### config.mk
export PLATFORM = sky130hd
export DESIGN_NAME = multi_crc_byte_engine_flat
export DESIGN_NICKNAME = d
export VERILOG_FILES = /design/src/rtl/mcrc_pkg.sv /design/src/rtl/mcrc_intf.sv /design/src/rtl/multi_crc_byte_engine.sv /design/src/flat_wrapper.sv
export SDC_FILE = /design/constraint.sdc
export NUM_CORES = 1
export LEC_CHECK = 0
export BUFFER_PORTS_ARGS = -buffer_cell sky130_fd_sc_hd__clkbuf_2
export CORE_ASPECT_RATIO = 0.5
export CORE_UTILIZATION = 40
export DETAILED_ROUTE_END_ITERATION = 12
export GPL_ROUTABILITY_DRIVEN = 1
export HOLD_SLACK_MARGIN = 0.1
export SYNTH_ARGS = -nofsm -noshare
export SYNTH_HDL_FRONTEND = slang
export SYNTH_SLANG_ARGS = --single-unit
### constraint.sdc
create_clock -name clk -period 8.7 [get_ports clk]
set_input_delay 0.435 -clock clk [delete_from_list [all_inputs] [get_ports clk]]
set_output_delay 0.435 -clock clk [all_outputs]
set_load 0.005 [all_outputs]
### src/rtl/mcrc_pkg.sv
// constants, codes and crc byte fold functions of the multi crc engine
package mcrc_pkg;

	localparam int CRC_W = 64;
	localparam int HALF_W = 32;
	localparam int BYTE_W = 8;
	localparam int SEL_W = 2;

	// algorithm selector codes
	localparam logic [SEL_W-1:0] ALG_CRC32 = 2'd0;
	localparam logic [SEL_W-1:0] ALG_CRC32C = 2'd1;
	localparam logic [SEL_W-1:0] ALG_CRC64 = 2'd2;

	// reflected polynomials
	localparam logic [HALF_W-1:0] POLY_CRC32 = 32'hEDB8_8320;
	localparam logic [HALF_W-1:0] POLY_CRC32C = 32'h82F6_3B78;
	localparam logic [CRC_W-1:0] POLY_CRC64 = 64'h9A6C_9329_AC4B_C9B5;

	localparam logic [CRC_W-1:0] CRC_INIT = {CRC_W{1'b1}};

	typedef logic [CRC_W-1:0] crc_t;

	// the 64-bit engine is picked by bit 1 of the selector, so code three acts as crc-64
	function automatic logic is_wide(input logic [SEL_W-1:0] sel);
		logic wide;
		begin
			unique case (sel)
				ALG_CRC32: wide = 1'b0;
				ALG_CRC32C: wide = 1'b0;
				default: wide = 1'b1;
			endcase
			return wide;
		end
	endfunction

	// fold one byte into the register, lsb first, eight shift steps
	function automatic crc_t crc_fold(input crc_t crc, input logic [BYTE_W-1:0] data,
			input logic [SEL_W-1:0] sel);
		crc_t c;
		crc_t poly;
		begin
			unique case (sel)
				ALG_CRC32: poly = {{(CRC_W-HALF_W){1'b0}}, POLY_CRC32};
				ALG_CRC32C: poly = {{(CRC_W-HALF_W){1'b0}}, POLY_CRC32C};
				default: poly = POLY_CRC64;
			endcase
			c = is_wide(sel) ? crc : {{(CRC_W-HALF_W){1'b0}}, crc[HALF_W-1:0]};
			c = c ^ {{(CRC_W-BYTE_W){1'b0}}, data};
			for (int k = 0; k < BYTE_W; k++) begin
				c = {1'b0, c[CRC_W-1:1]} ^ (c[0] ? poly : '0);
			end
			return c;
		end
	endfunction

	// output xor; narrow modes keep the upper half at zero
	function automatic crc_t crc_finish(input crc_t crc, input logic [SEL_W-1:0] sel);
		begin
			if (is_wide(sel)) begin
				return ~crc;
			end
			return {{(CRC_W-HALF_W){1'b0}}, ~crc[HALF_W-1:0]};
		end
	endfunction

endpackage

### src/rtl/mcrc_intf.sv
// valid/ready channel interfaces for input bytes, results and configuration

interface mcrc_in_if;
	logic valid;
	logic ready;
	logic [mcrc_pkg::BYTE_W-1:0] data_byte;
	logic byte_present;
	logic end_of_message;

	modport source (output valid, output data_byte, output byte_present,
		output end_of_message, input ready);
	modport sink (input valid, input data_byte, input byte_present,
		input end_of_message, output ready);
endinterface

interface mcrc_out_if;
	logic valid;
	logic ready;
	logic [mcrc_pkg::CRC_W-1:0] crc_value;

	modport source (output valid, output crc_value, input ready);
	modport sink (input valid, input crc_value, output ready);
endinterface

interface mcrc_cfg_if;
	logic valid;
	logic ready;
	logic [mcrc_pkg::SEL_W-1:0] algorithm_select;

	modport source (output valid, output algorithm_select, input ready);
	modport sink (input valid, input algorithm_select, output ready);
endinterface

### src/rtl/multi_crc_byte_engine.sv
// Byte-wise reflected crc engine: crc-32, crc-32c or crc-64/nvme, one byte per cycle.
// Each item is first held in the input register; a closing item then loads its result into
// the output register once any earlier result has left it.
// Throughput: one item per cycle; only a stalled result blocks the next closing item.
// Reset (arst_n low, asynchronous): crc-32 selected, crc register all ones, channels empty.
// A configuration write restarts the message with the crc register at all ones.
module multi_crc_byte_engine (
	input logic clk,
	input logic arst_n,
	mcrc_in_if.sink in_chan,
	mcrc_out_if.source out_chan,
	mcrc_cfg_if.sink cfg_chan
);

	logic [mcrc_pkg::SEL_W-1:0] sel_q;
	mcrc_pkg::crc_t crc_q;

	// input register
	logic valid_s1;
	logic [mcrc_pkg::BYTE_W-1:0] byte_s1;
	logic present_s1;
	logic last_s1;

	// result register
	logic out_valid_q;
	mcrc_pkg::crc_t out_crc_q;

	logic advance_s1;
	mcrc_pkg::crc_t folded;

	// the stage moves on unless it closes a message while the result is still stalled
	assign advance_s1 = valid_s1 && (!last_s1 || !out_valid_q || out_chan.ready);
	assign in_chan.ready = !valid_s1 || advance_s1;
	assign cfg_chan.ready = 1'b1;

	assign folded = present_s1 ? mcrc_pkg::crc_fold(crc_q, byte_s1, sel_q) : crc_q;

	assign out_chan.valid = out_valid_q;
	assign out_chan.crc_value = out_crc_q;

	// control: selector, crc state and valid flags
	always_ff @(posedge clk or negedge arst_n) begin
		if (!arst_n) begin
			sel_q <= mcrc_pkg::ALG_CRC32;
			crc_q <= mcrc_pkg::CRC_INIT;
			valid_s1 <= 1'b0;
			out_valid_q <= 1'b0;
		end else begin
			if (in_chan.ready) begin
				valid_s1 <= in_chan.valid;
			end
			if (cfg_chan.valid) begin
				sel_q <= cfg_chan.algorithm_select;
				crc_q <= mcrc_pkg::CRC_INIT;
			end else if (advance_s1) begin
				crc_q <= last_s1 ? mcrc_pkg::CRC_INIT : folded;
			end
			if (advance_s1 && last_s1) begin
				out_valid_q <= 1'b1;
			end else if (out_chan.ready) begin
				out_valid_q <= 1'b0;
			end
		end
	end

	// payload registers
	always_ff @(posedge clk) begin
		if (in_chan.valid && in_chan.ready) begin
			byte_s1 <= in_chan.data_byte;
			present_s1 <= in_chan.byte_present;
			last_s1 <= in_chan.end_of_message;
		end
		if (advance_s1 && last_s1) begin
			out_crc_q <= mcrc_pkg::crc_finish(folded, sel_q);
		end
	end

endmodule

### src/flat_wrapper.sv
// flat-port wrapper written by rule: the top's interface ports become plain ports
module multi_crc_byte_engine_flat 
  (clk, arst_n, in_chan_valid, in_chan_data_byte, in_chan_byte_present, in_chan_end_of_message, in_chan_ready, out_chan_valid, out_chan_crc_value, out_chan_ready, cfg_chan_valid, cfg_chan_algorithm_select, cfg_chan_ready);
  mcrc_in_if in_chan_i ();
  mcrc_out_if out_chan_i ();
  mcrc_cfg_if cfg_chan_i ();
  input logic clk;
  input logic arst_n;
  input wire logic [$bits(in_chan_i.valid)-1:0] in_chan_valid;
  input wire logic [$bits(in_chan_i.data_byte)-1:0] in_chan_data_byte;
  input wire logic [$bits(in_chan_i.byte_present)-1:0] in_chan_byte_present;
  input wire logic [$bits(in_chan_i.end_of_message)-1:0] in_chan_end_of_message;
  output wire logic [$bits(in_chan_i.ready)-1:0] in_chan_ready;
  output wire logic [$bits(out_chan_i.valid)-1:0] out_chan_valid;
  output wire logic [$bits(out_chan_i.crc_value)-1:0] out_chan_crc_value;
  input wire logic [$bits(out_chan_i.ready)-1:0] out_chan_ready;
  input wire logic [$bits(cfg_chan_i.valid)-1:0] cfg_chan_valid;
  input wire logic [$bits(cfg_chan_i.algorithm_select)-1:0] cfg_chan_algorithm_select;
  output wire logic [$bits(cfg_chan_i.ready)-1:0] cfg_chan_ready;
  assign in_chan_i.valid = in_chan_valid;
  assign in_chan_i.data_byte = in_chan_data_byte;
  assign in_chan_i.byte_present = in_chan_byte_present;
  assign in_chan_i.end_of_message = in_chan_end_of_message;
  assign in_chan_ready = in_chan_i.ready;
  assign out_chan_valid = out_chan_i.valid;
  assign out_chan_crc_value = out_chan_i.crc_value;
  assign out_chan_i.ready = out_chan_ready;
  assign cfg_chan_i.valid = cfg_chan_valid;
  assign cfg_chan_i.algorithm_select = cfg_chan_algorithm_select;
  assign cfg_chan_ready = cfg_chan_i.ready;
  multi_crc_byte_engine u_core (.clk(clk), .arst_n(arst_n), .in_chan(in_chan_i), .out_chan(out_chan_i), .cfg_chan(cfg_chan_i));
endmodule
==> results of run 1 <==
==> routing by layer <==
metal | share of wire | vias up | track usage
li1 | - | 3849 | -
met1 | 0.48 | 4238 | 0.425
met2 | 0.41 | 391 | 0.390
met3 | 0.095 | 36 | 0.0883
met4 | 0.016 | 0 | 0.0837
met5 | 0 | - | 0
==> critical path, stage by stage (launching register included) <==
cell      delay [ns]
dfrtp_2         0.70
buf_4           0.48
nor2b_1         0.22
a21boi_0        0.12
nor2_1          0.69
nand3_1         0.40
a211oi_2        0.44
nor3_1          0.09
or4_1           0.60
or3_1           0.40
a31o_1          0.23
==> metrics by stage <==
| stage | instances | hold WS [ns] |
|---|---|---|
| after floorplan | 1035 | 0.139 |
| after global placement | 1414 | 0.499 |
| after detailed placement | 1414 | 0.509 |
| after CTS | 1446 | 0.140 |
| after global routing | 1446 | 0.142 |
| final | 1446 | 0.156 |
==> area by class of cell <==
cell class              instances  area [um2]  area share
inverters                       8        30.0     0.00259
clock inverters                12         186      0.0161
clock buffers                  20         447      0.0385
repair buffers                115         658      0.0567
flip-flops and latches        142        4010       0.345
multi-input cells             813        5860       0.505
well taps                     336         420      0.0362
==> registers in the layout, indices dropped and copies added (netlist names) <==
name,count
u_core.out_chan.valid,1
u_core.last_s1,1
u_core.out_chan.crc_value,64
u_core.sel_q,2
u_core.valid_s1,1
u_core.crc_q,64
u_core.byte_s1,8
u_core.present_s1,1
==> power groups by stage <==
stage | logic, W | clock network [W] | registers [W]
floorplan | 0.00269 | 0 | 0.00104
global placement | 0.00374 | 0 | 0.00108
detailed placement | 0.00374 | 0 | 0.00108
CTS | 0.00376 | 0.000813 | 0.00107
global route | 0.00404 | 0.000842 | 0.00108
finish | 0.00383 | 0.000802 | 0.00107
==> cells in the final DEF, fill, tap and decap left out, types with 8 or more instances in the layout <==
cell type / synthesis / routed
nand2_1: 52 / 52
o21ai_0: 45 / 45
dfstp_2: 64 / 64
xnor2_1: 166 / 164
edfxtp_1: 74 / 74
o22ai_1: 12 / 12
and3_1: 8 / 8
a21oi_1: 70 / 70
o22a_1: 25 / 25
nand3_1: 22 / 22
nor2b_1: 12 / 12
nor3_1: 35 / 35
clkbuf_2: 0 / 81
clkbuf_16: 0 / 17
o211ai_1: 9 / 9
buf_4: 3 / 33
a22oi_1: 10 / 10
xor2_1: 26 / 26
mux2i_1: 33 / 33
a211oi_1: 25 / 25
xnor3_1: 19 / 19
nor2_1: 115 / 114
or3_1: 8 / 8
==> cell families after synthesis <==
group,count (synthesis),synth area share
buffers and inverters,80,0.0317
flip-flops,142,0.394
XOR/XNOR,220,0.224
other,1,0.000369
AND/OR/NAND/NOR,291,0.135
multiplexers,36,0.0364
AO/OA/AOI/OAI,265,0.178
==> cells in the mapped netlist, types with 5 or more instances <==
master     count  area [um2]
o22ai_1       12        75.1
a31oi_1        6        37.5
o22a_1        25         219
xnor3_1       19         428
mux2i_1       33         330
edfxtp_1      74        2220
xor2_1        26         228
nand2b_1       5        31.3
inv_1          7        26.3
or3_1          8        50.1
buf_2          8        40.0
clkbuf_1      53         199
nor2b_1       12        75.1
a21oi_1       70         350
nor4_1         5        31.3
nor2_1       115         432
a22oi_1       10        75.1
nand3_1       22         110
and3_1         8        50.1
a2111oi_0      5        43.8
and2_1         5        31.3
xnor2_1      166        1450
o21ai_0       45         225
nand2_1       52         195
nor3_1        35         175
o21a_1         5        37.5
o221a_2        6        67.6
buf_1          8        30.0
dfstp_2       64        1680
o211ai_1       9        67.6
a21boi_0       5        37.5
a211oi_1      25         188
==> worst max-delay path by stage <==
stage	end	slack (ns)	depth (start not counted)
after global routing	u_core.out_chan.crc_value[11]$_DFFE_PP_	3.90	10
after detailed placement	u_core.out_chan.crc_value[11]$_DFFE_PP_	4.15	10
after global placement	u_core.out_chan.crc_value[11]$_DFFE_PP_	4.18	10
after CTS	u_core.out_chan.crc_value[11]$_DFFE_PP_	4.15	10
after floorplan	u_core.out_chan.crc_value[0]$_DFFE_PP_	4.99	2
final	u_core.out_chan.crc_value[11]$_DFFE_PP_	4.07	10
==> impl_metrics.yaml, run 1 <==
routing:
  avgViaCountPerCell: 5.89
  avgRoutedWirePerCell_um: 25.1
  vias: 8514
  dr.pass1.iters: 5
  ant_nets: 0
  drt-initial-drc-count: 1186
  wirelength_um: 36300
  drc: 0
die:
  die-area_mm2: 0.0261
  row_count: 40
  die_h_um: 115
  start_util: 0.416
  coreArea_mm2: 0.0244
  die_x_um: 227
  pin_count: 84
timing:
  fin_crit_ns: 4.63
  fin_crit_sh: 0.532
  drv_slew: 0
  fin_skew_ns: 0.0120
  postLayoutSetupSlackWorst_ns: 4.07
  slew_headroom: 0.239
  tns_ns: 0
  rsz0062_at_grt: "false"
  max_freq_ghz: 0.216
  setup_viol: 0
  hold_viol: 0
  worst_pin_slew_ns: 1.14
pwr:
  sw_frac_of_total: 0.477
  clockPowerShare: 0.141
  p_per_area_mw_per_mm2: 491
  peakVddDrop_uv: 167
  p_comb_frac: 0.672
  p_sw_w: 0.00272
  power_frac_seq: 0.188
  power_w: 0.00570
  p_leak_nw: 4.27
  internal_power_w: 0.00298
worst_setup_path:
  r2r_start: "u_core.sel_q[1]$_DFFE_PN0P_"
  rr_worst_depth: 10
  rr_endpoint: "u_core.out_chan.crc_value[11]$_DFFE_PP_"
  startpoint: "u_core.sel_q[1]$_DFFE_PN0P_"
  critPathArrivalTime_ns: 4.83
  worst-setup-path-type: "flop to flop"
  reg2reg_slack_ns: 4.07
  startpoint_type: "flop"
  cp.required_ns: 8.90
  worstPathMaxFanout: 62
  end_kind: "flop"
status:
  outcome: "complete, no violations"
synth:
  synth_edf_count: 74
  yosysSeqAreaShare: 0.394
  yosysUniqueCellTypes: 78
  yosys_warnings: 0
  synth_nets: 1052
  synth_flop_cell: "edfxtp_1"
  synthCells: 1035
  netlist_area_mm2: 0.0102
  syn_area_per_cell_um2: 9.81
  ys_ff_latch: 142
  synthArstFlopShare: 0.479
clock_network:
  clockBufferDepth: 2
  cts-buffers-inserted: 17
  clock_sinks: 142
  hold_buffers: 0
  post_cts_buffers: 0
  h-tree-depth: 4
  clk_pin_slew_ns: 0.06
  tritoncts: "done"
  cts-root-buf: "clkbuf_16"
  ctsResizeCount: 0
  insertion_delay_ns: 0.45
grt:
  grtUsageTotal: 0.286
  overflow: 0
  grt_max_degree: 70
  grt_pass1_vias: 7864
  grt_pass1_wl_um: 52700
  grt_antenna_before_repair: 0
run:
  maxCapViolCount: 0
final_layout:
  num-fill-cells: 2387
  final_core_util: 0.475
  n_antenna_cell: 0
  area_delta_synth_final_pct: 14.3
  final_layout_size_suffix_gt1_frac: 0.232
  final_cell_area_mm2: 0.0116
  layout.nets: 1114
place:
  placed_area_mm2: 0.0110
  hpwl_um: 24900
  port_buffers: 82
  pre_cts_slack_ns: 4.15
  gp_congestion: 0.931
hold_path:
  min_to: "u_core.present_s1$_DFFE_PP_"
  holdCritStartpoint: "in_chan_byte_present"
  hp-class: "input port to flop"
  hold_path_depth: 1
Power figures use the tool's default switching activity.
==> run 2, diff against run 1 <==
==> constraint.sdc (replaced) <==
create_clock -name clk -period 3.86 [get_ports clk]
set_input_delay 0.193 -clock clk [delete_from_list [all_inputs] [get_ports clk]]
set_output_delay 0.193 -clock clk [all_outputs]
set_load 0.005 [all_outputs]
==> impl_metrics.yaml, run 2 (same netlist as run 1, synthesis figures left out) <==
clock_network:
  clock_sinks: 142
  cts-buffers-inserted: 17
  tritoncts: "done"
  insertion_delay_ns: 0.45
  h-tree-depth: 4
  clk_pin_slew_ns: 0.07
  cts-root-buf: "clkbuf_16"
  clockBufferDepth: 2
  post_cts_buffers: 0
timing:
  fin_crit_sh: 0.965
  fin_crit_ns: 3.72
  worst_pin_slew_ns: 1.00
  slew_headroom: 0.328
  setup_viol: 0
  hold_viol: 0
  fin_skew_ns: 0.00728
  holdWs_ns: 0.282
  rsz0062_at_grt: "false"
  max_freq_ghz: 0.269
  drv_slew: 0
  tns_ns: 0
final_layout:
  n_antenna_cell: 0
  final_core_util: 0.515
  seq_area_mm2: 0.00401
  layout_commonest_cell: "xnor2_1"
  final_cell_mix: "xnor2_1, buf_4, nor2_1"
  area_delta_synth_final_pct: 24.0
  num-fill-cells: 2294
  layout.nets: 1234
  stdcell_count: 1566
  multi_input_area_mm2: 0.00591
  final_layout_size_suffix_gt1_frac: 0.294
die:
  pin_count: 84
  start_util: 0.416
  coreArea_mm2: 0.0244
  die_x_um: 227
  row_count: 40
  die-area_mm2: 0.0261
  die_h_um: 115
worst_setup_path:
  r2r_start: "u_core.crc_q[1]$_DFFE_PN1P_"
  crit_family: "buffers and inverters"
  rr_worst_depth: 12
  reg2reg_slack_ns: 0.14
  worst-setup-path-type: "flop to flop"
  cp.required_ns: 4.04
  cpMostUsedCell: "buf_4"
  slowest_delay_ns: 0.66
  critPathArrivalTime_ns: 3.91
  worstPathMaxFanout: 10
  crit_chain: "xor2_2, buf_4, nor2_1, o21ai_1, nand3_1, buf_4, nand2_2, buf_4, xnor2_1, a221oi_1, xnor2_1, mux2i_1"
  end_kind: "flop"
  slowest_stage: "dfstp_2"
  startpoint_type: "flop"
  worst-path-buf-inv: 3
  rr_endpoint: "u_core.out_chan.crc_value[22]$_DFFE_PP_"
grt:
  use_met2: 0.452
  use_met3: 0.0603
  met1_usage: 0.511
  grt_pass1_wl_um: 59400
  grt_pass1_vias: 8607
  overflow: 0
  grt_max_degree: 65
  grtUsageTotal: 0.327
  busiest_layer: "met1"
  grt_antenna_before_repair: 1
run:
  maxCapViolCount: 0
routing:
  ant_nets: 0
  vias: 9085
  avgViaCountPerCell: 5.80
  wirelength_um: 41200
  drc: 0
  avgRoutedWirePerCell_um: 26.3
  dr.pass1.iters: 5
  drt-initial-drc-count: 922
place:
  placed_cells_incl_taps: 1515
  hpwl_um: 30500
  gp_congestion: 0.993
  port_buffers: 82
hold_path:
  hp-class: "input port to flop"
  min_to: "u_core.crc_q[31]$_DFFE_PN1P_"
  hold_path_depth: 4
  holdCritStartpoint: "cfg_chan_valid"
status:
  outcome: "complete, no violations"
pwr:
  p_leak_nw: 4.83
  p_per_area_mw_per_mm2: 1120
  peakVddDrop_uv: 626
run 2: metrics by stage:
step / setup slack [ns] / instance area (um2) / total power (W)
after CTS: 0.000680 / 12500 / 0.0139
final: 0.136 / 12600 / 0.0141
after detailed placement: 0.000720 / 11800 / 0.0121
after floorplan: 0.151 / 10200 / 0.00840
after global placement: -0.0720 / 11800 / 0.0121
after global routing: 0.00205 / 12600 / 0.0148
run 2: final cells by class:
cell class / instances / share of cell area
Multi-Input combinational cell: 813 / 0.470
Sequential cell: 142 / 0.318
Timing Repair Buffer: 235 / 0.130
Clock buffer: 18 / 0.0349
Tap cell: 336 / 0.0334
Clock inverter: 14 / 0.0119
Inverter: 8 / 0.00239
run 2: worst max-delay path by stage:
stage,from,endpoint,slack [ns],depth (start not counted)
2_1_floorplan,u_core.out_chan.valid$_DFFE_PN0P_,u_core.out_chan.crc_value[0]$_DFFE_PP_,0.15,2
3_3_place_gp,u_core.byte_s1[3]$_DFFE_PP_,u_core.out_chan.crc_value[22]$_DFFE_PP_,-0.07,11
3_5_place_dp,u_core.byte_s1[3]$_DFFE_PP_,u_core.out_chan.crc_value[22]$_DFFE_PP_,0.0007,11
4_1_cts,u_core.byte_s1[3]$_DFFE_PP_,u_core.out_chan.crc_value[22]$_DFFE_PP_,0.0007,11
5_1_grt,u_core.crc_q[0]$_DFFE_PN1P_,u_core.out_chan.crc_value[49]$_SDFFCE_PN0P_,0.002,12
6_report,u_core.crc_q[1]$_DFFE_PN1P_,u_core.out_chan.crc_value[22]$_DFFE_PP_,0.14,12
run 2: routing by layer:
metal	wire length (um)	vias up
met5	0	-
met4	644	0
met3	3140	39
met2	17000	389
met1	20400	4564
li1	-	4093
run 2: timing repair:
action	4_1_cts	5_1_grt
hold buffers	19	0
endpoints found under the hold margin	18	0
setup endpoints to repair	0	12
resized for setup	0	6
run 2: power breakdown:
part	switching (W)	internal (W)	total, W
registers	0.000249	0.00215	0.00240
clock network	0.000762	0.000930	0.00169
logic	0.00562	0.00437	0.00999
run 2: worst register-to-register path, stage by stage (launching register included):
cell	delay (ns)
dfstp_2	0.66
xor2_2	0.34
buf_4	0.32
nor2_1	0.09
o21ai_1	0.17
nand3_1	0.24
buf_4	0.23
nand2_2	0.24
buf_4	0.21
xnor2_1	0.06
a221oi_1	0.51
xnor2_1	0.24
mux2i_1	0.13
==> run 3, diff against run 2 <==
--- a/config.mk
+++ b/config.mk
@@ -8,9 +8,11 @@
 export BUFFER_PORTS_ARGS = -buffer_cell sky130_fd_sc_hd__clkbuf_2
 export CORE_ASPECT_RATIO = 0.5
 export CORE_UTILIZATION = 40
+export CTS_BUF_LIST = sky130_fd_sc_hd__clkbuf_16
 export DETAILED_ROUTE_END_ITERATION = 12
 export GPL_ROUTABILITY_DRIVEN = 1
 export HOLD_SLACK_MARGIN = 0.1
+export SETUP_SLACK_MARGIN = 0.5
 export SYNTH_ARGS = -nofsm -noshare
 export SYNTH_HDL_FRONTEND = slang
 export SYNTH_SLANG_ARGS = --single-unit
==> constraint.sdc (replaced) <==
create_clock -name clk -period 3.4 [get_ports clk]
set_input_delay 0.17 -clock clk [delete_from_list [all_inputs] [get_ports clk]]
set_output_delay 0.17 -clock clk [all_outputs]
set_load 0.005 [all_outputs]
==> impl_metrics.yaml, run 3 (same netlist as run 1, synthesis figures left out) <==
status:
  outcome: "complete, but fails checks"
  violations: "negative setup slack"
place:
  gp_congestion: 0.994
  port_buffers: 82
  pre_cts_slack_ns: -0.340
  hpwl_um: 31400
worst_setup_path:
  end_kind: "flop"
  r2r_start: "u_core.crc_q[0]$_DFFE_PN1P_"
  rr_endpoint: "u_core.out_chan.crc_value[11]$_DFFE_PP_"
  reg2reg_slack_ns: -0.07
  cp.required_ns: 3.60
  worst-setup-path-type: "flop to flop"
  rr_worst_depth: 11
  startpoint_type: "flop"
  worstPathMaxFanout: 4
  critPathArrivalTime_ns: 3.68
  crit_family: "compound AO/OA/AOI/OAI gates"
  crit_chain: "buf_4, xor2_4, o21ai_2, a221oi_4, buf_6, nand3_4, a211oi_4, nor3_2, or4_4, or3_4, a31o_1"
  slowest_delay_ns: 0.64
  slowest_stage: "dfstp_2"
  startpoint: "u_core.crc_q[0]$_DFFE_PN1P_"
  worst-path-buf-inv: 2
final_layout:
  n_antenna_cell: 0
  final_layout_size_suffix_gt1_frac: 0.533
  layout.nets: 1399
  final_cell_mix: "buf_4, xnor2_1, nor2_1"
  area_delta_synth_final_pct: 60.2
  layout_commonest_cell: "buf_4"
grt:
  grt_pass1_vias: 9708
  grt_max_degree: 69
  overflow: 0
  grtUsageTotal: 0.343
  grt_antenna_before_repair: 0
  grt_pass1_wl_um: 63200
timing:
  max_freq_ghz: 0.288
  hold_viol: 0
  fin_skew_ns: 0.00989
  worst_pin_slew_ns: 1.02
  drv_slew: 0
  fin_crit_sh: 1.02
  slew_headroom: 0.319
  postLayoutSetupSlackWorst_ns: -0.0735
  setup_viol: 2
  rsz0062_at_grt: "true"
  fin_crit_ns: 3.47
clock_network:
  insertion_delay_ns: 0.45
  clk_pin_slew_ns: 0.07
  tritoncts: "done"
  clock_sinks: 142
  clockBufferDepth: 2
  h-tree-depth: 4
  cts-root-buf: "clkbuf_16"
  cts-buffers-inserted: 17
routing:
  dr.pass1.iters: 5
  vias: 10048
  avgViaCountPerCell: 5.80
  drt-initial-drc-count: 994
  avgRoutedWirePerCell_um: 25.6
  wirelength_um: 44300
  drc: 0
  ant_nets: 0
die:
  die_h_um: 115
  coreArea_mm2: 0.0244
  start_util: 0.416
  die_x_um: 227
  pin_count: 84
  die-area_mm2: 0.0261
  row_count: 40
hold_path:
  hold_path_depth: 4
  min_to: "u_core.crc_q[31]$_DFFE_PN1P_"
  holdCritStartpoint: "cfg_chan_valid"
  hp-class: "input port to flop"
run:
  maxCapViolCount: 0
==> run 3: changes by cell type in the layout (fill, tap and decap cells not counted), moves of 18 or more <==
| cell | previous run | this run |
|---|---|---|
| buf_6 | 0 | 70 |
| a211oi_1 | 25 | 7 |
| xnor2_1 | 164 | 106 |
| buf_4 | 132 | 207 |
| nor2_1 | 114 | 95 |
| xnor2_2 | 2 | 38 |
| a21oi_1 | 70 | 50 |
| xnor2_4 | 5 | 27 |
==> run 3: metal layers <==
metal  track usage  wire [um]
met1         0.518      21000
met2         0.483      18700
met3        0.0749       3710
met4         0.100        958
met5             0          0
==> run 3: final cells by class <==
| cell class | instances | area [um2] |
|---|---|---|
| tap | 336 | 420 |
| fill | 1927 | 8160 |
| timing repair buffer | 400 | 3350 |
| inverter | 8 | 30.0 |
| clock buffer | 17 | 425 |
| clock inverter | 15 | 234 |
| sequential | 142 | 4010 |
| multi-input combinational | 813 | 7800 |
==> run 3: worst max path at each step <==
stage / endpoint / slack, ns / depth (start not counted)
6_report: u_core.out_chan.crc_value[11]$_DFFE_PP_ / -0.07 / 11
5_1_grt: u_core.out_chan.crc_value[19]$_DFFE_PP_ / -0.11 / 13
4_1_cts: u_core.out_chan.crc_value[11]$_DFFE_PP_ / 0.02 / 10
3_5_place_dp: u_core.out_chan.crc_value[49]$_SDFFCE_PN0P_ / -0.34 / 12
3_3_place_gp: u_core.out_chan.crc_value[49]$_SDFFCE_PN0P_ / -0.46 / 12
2_1_floorplan: u_core.out_chan.crc_value[27]$_DFFE_PP_ / 0.13 / 10
==> run 3: repair_timing <==
action                                  4_1_cts  5_1_grt
gates resized for setup                     228      158
gates cloned                                  0        0
pin swaps                                   103       89
endpoints found under the setup margin      120      119
setup buffers                                54       39
hold endpoints to repair                     18        0
hold buffers                                 19        0
==> run 3: per-stage QoR <==
| stage | area [um2] | hold slack (ns) | std cells | setup TNS (ns) | util |
|---|---|---|---|---|---|
| global placement | 12600 | 0.347 | 1587 | -2.28 | 0.517 |
| global route | 16300 | 0.356 | 1731 | -0.364 | 0.666 |
| finish | 16300 | 0.345 | 1731 | -0.0918 | 0.666 |
| floorplan | 10500 | -0.126 | 1035 | 0 | - |
| detailed placement | 12600 | 0.349 | 1587 | -1.76 | 0.517 |
| CTS | 15100 | 0.290 | 1692 | 0 | 0.618 |
==> run 3: worst min-delay path, delay by kind of cell <==
kind                   cells  cell delay (ns)
AOI/OAI and AO/OA          2             0.35
buffers and inverters      1             0.14
and+or+nand+nor            1             0.13
Power of run 3 is not shown: default switching activity piles up to over one toggle a cycle in this logic, so the estimate is an artifact.
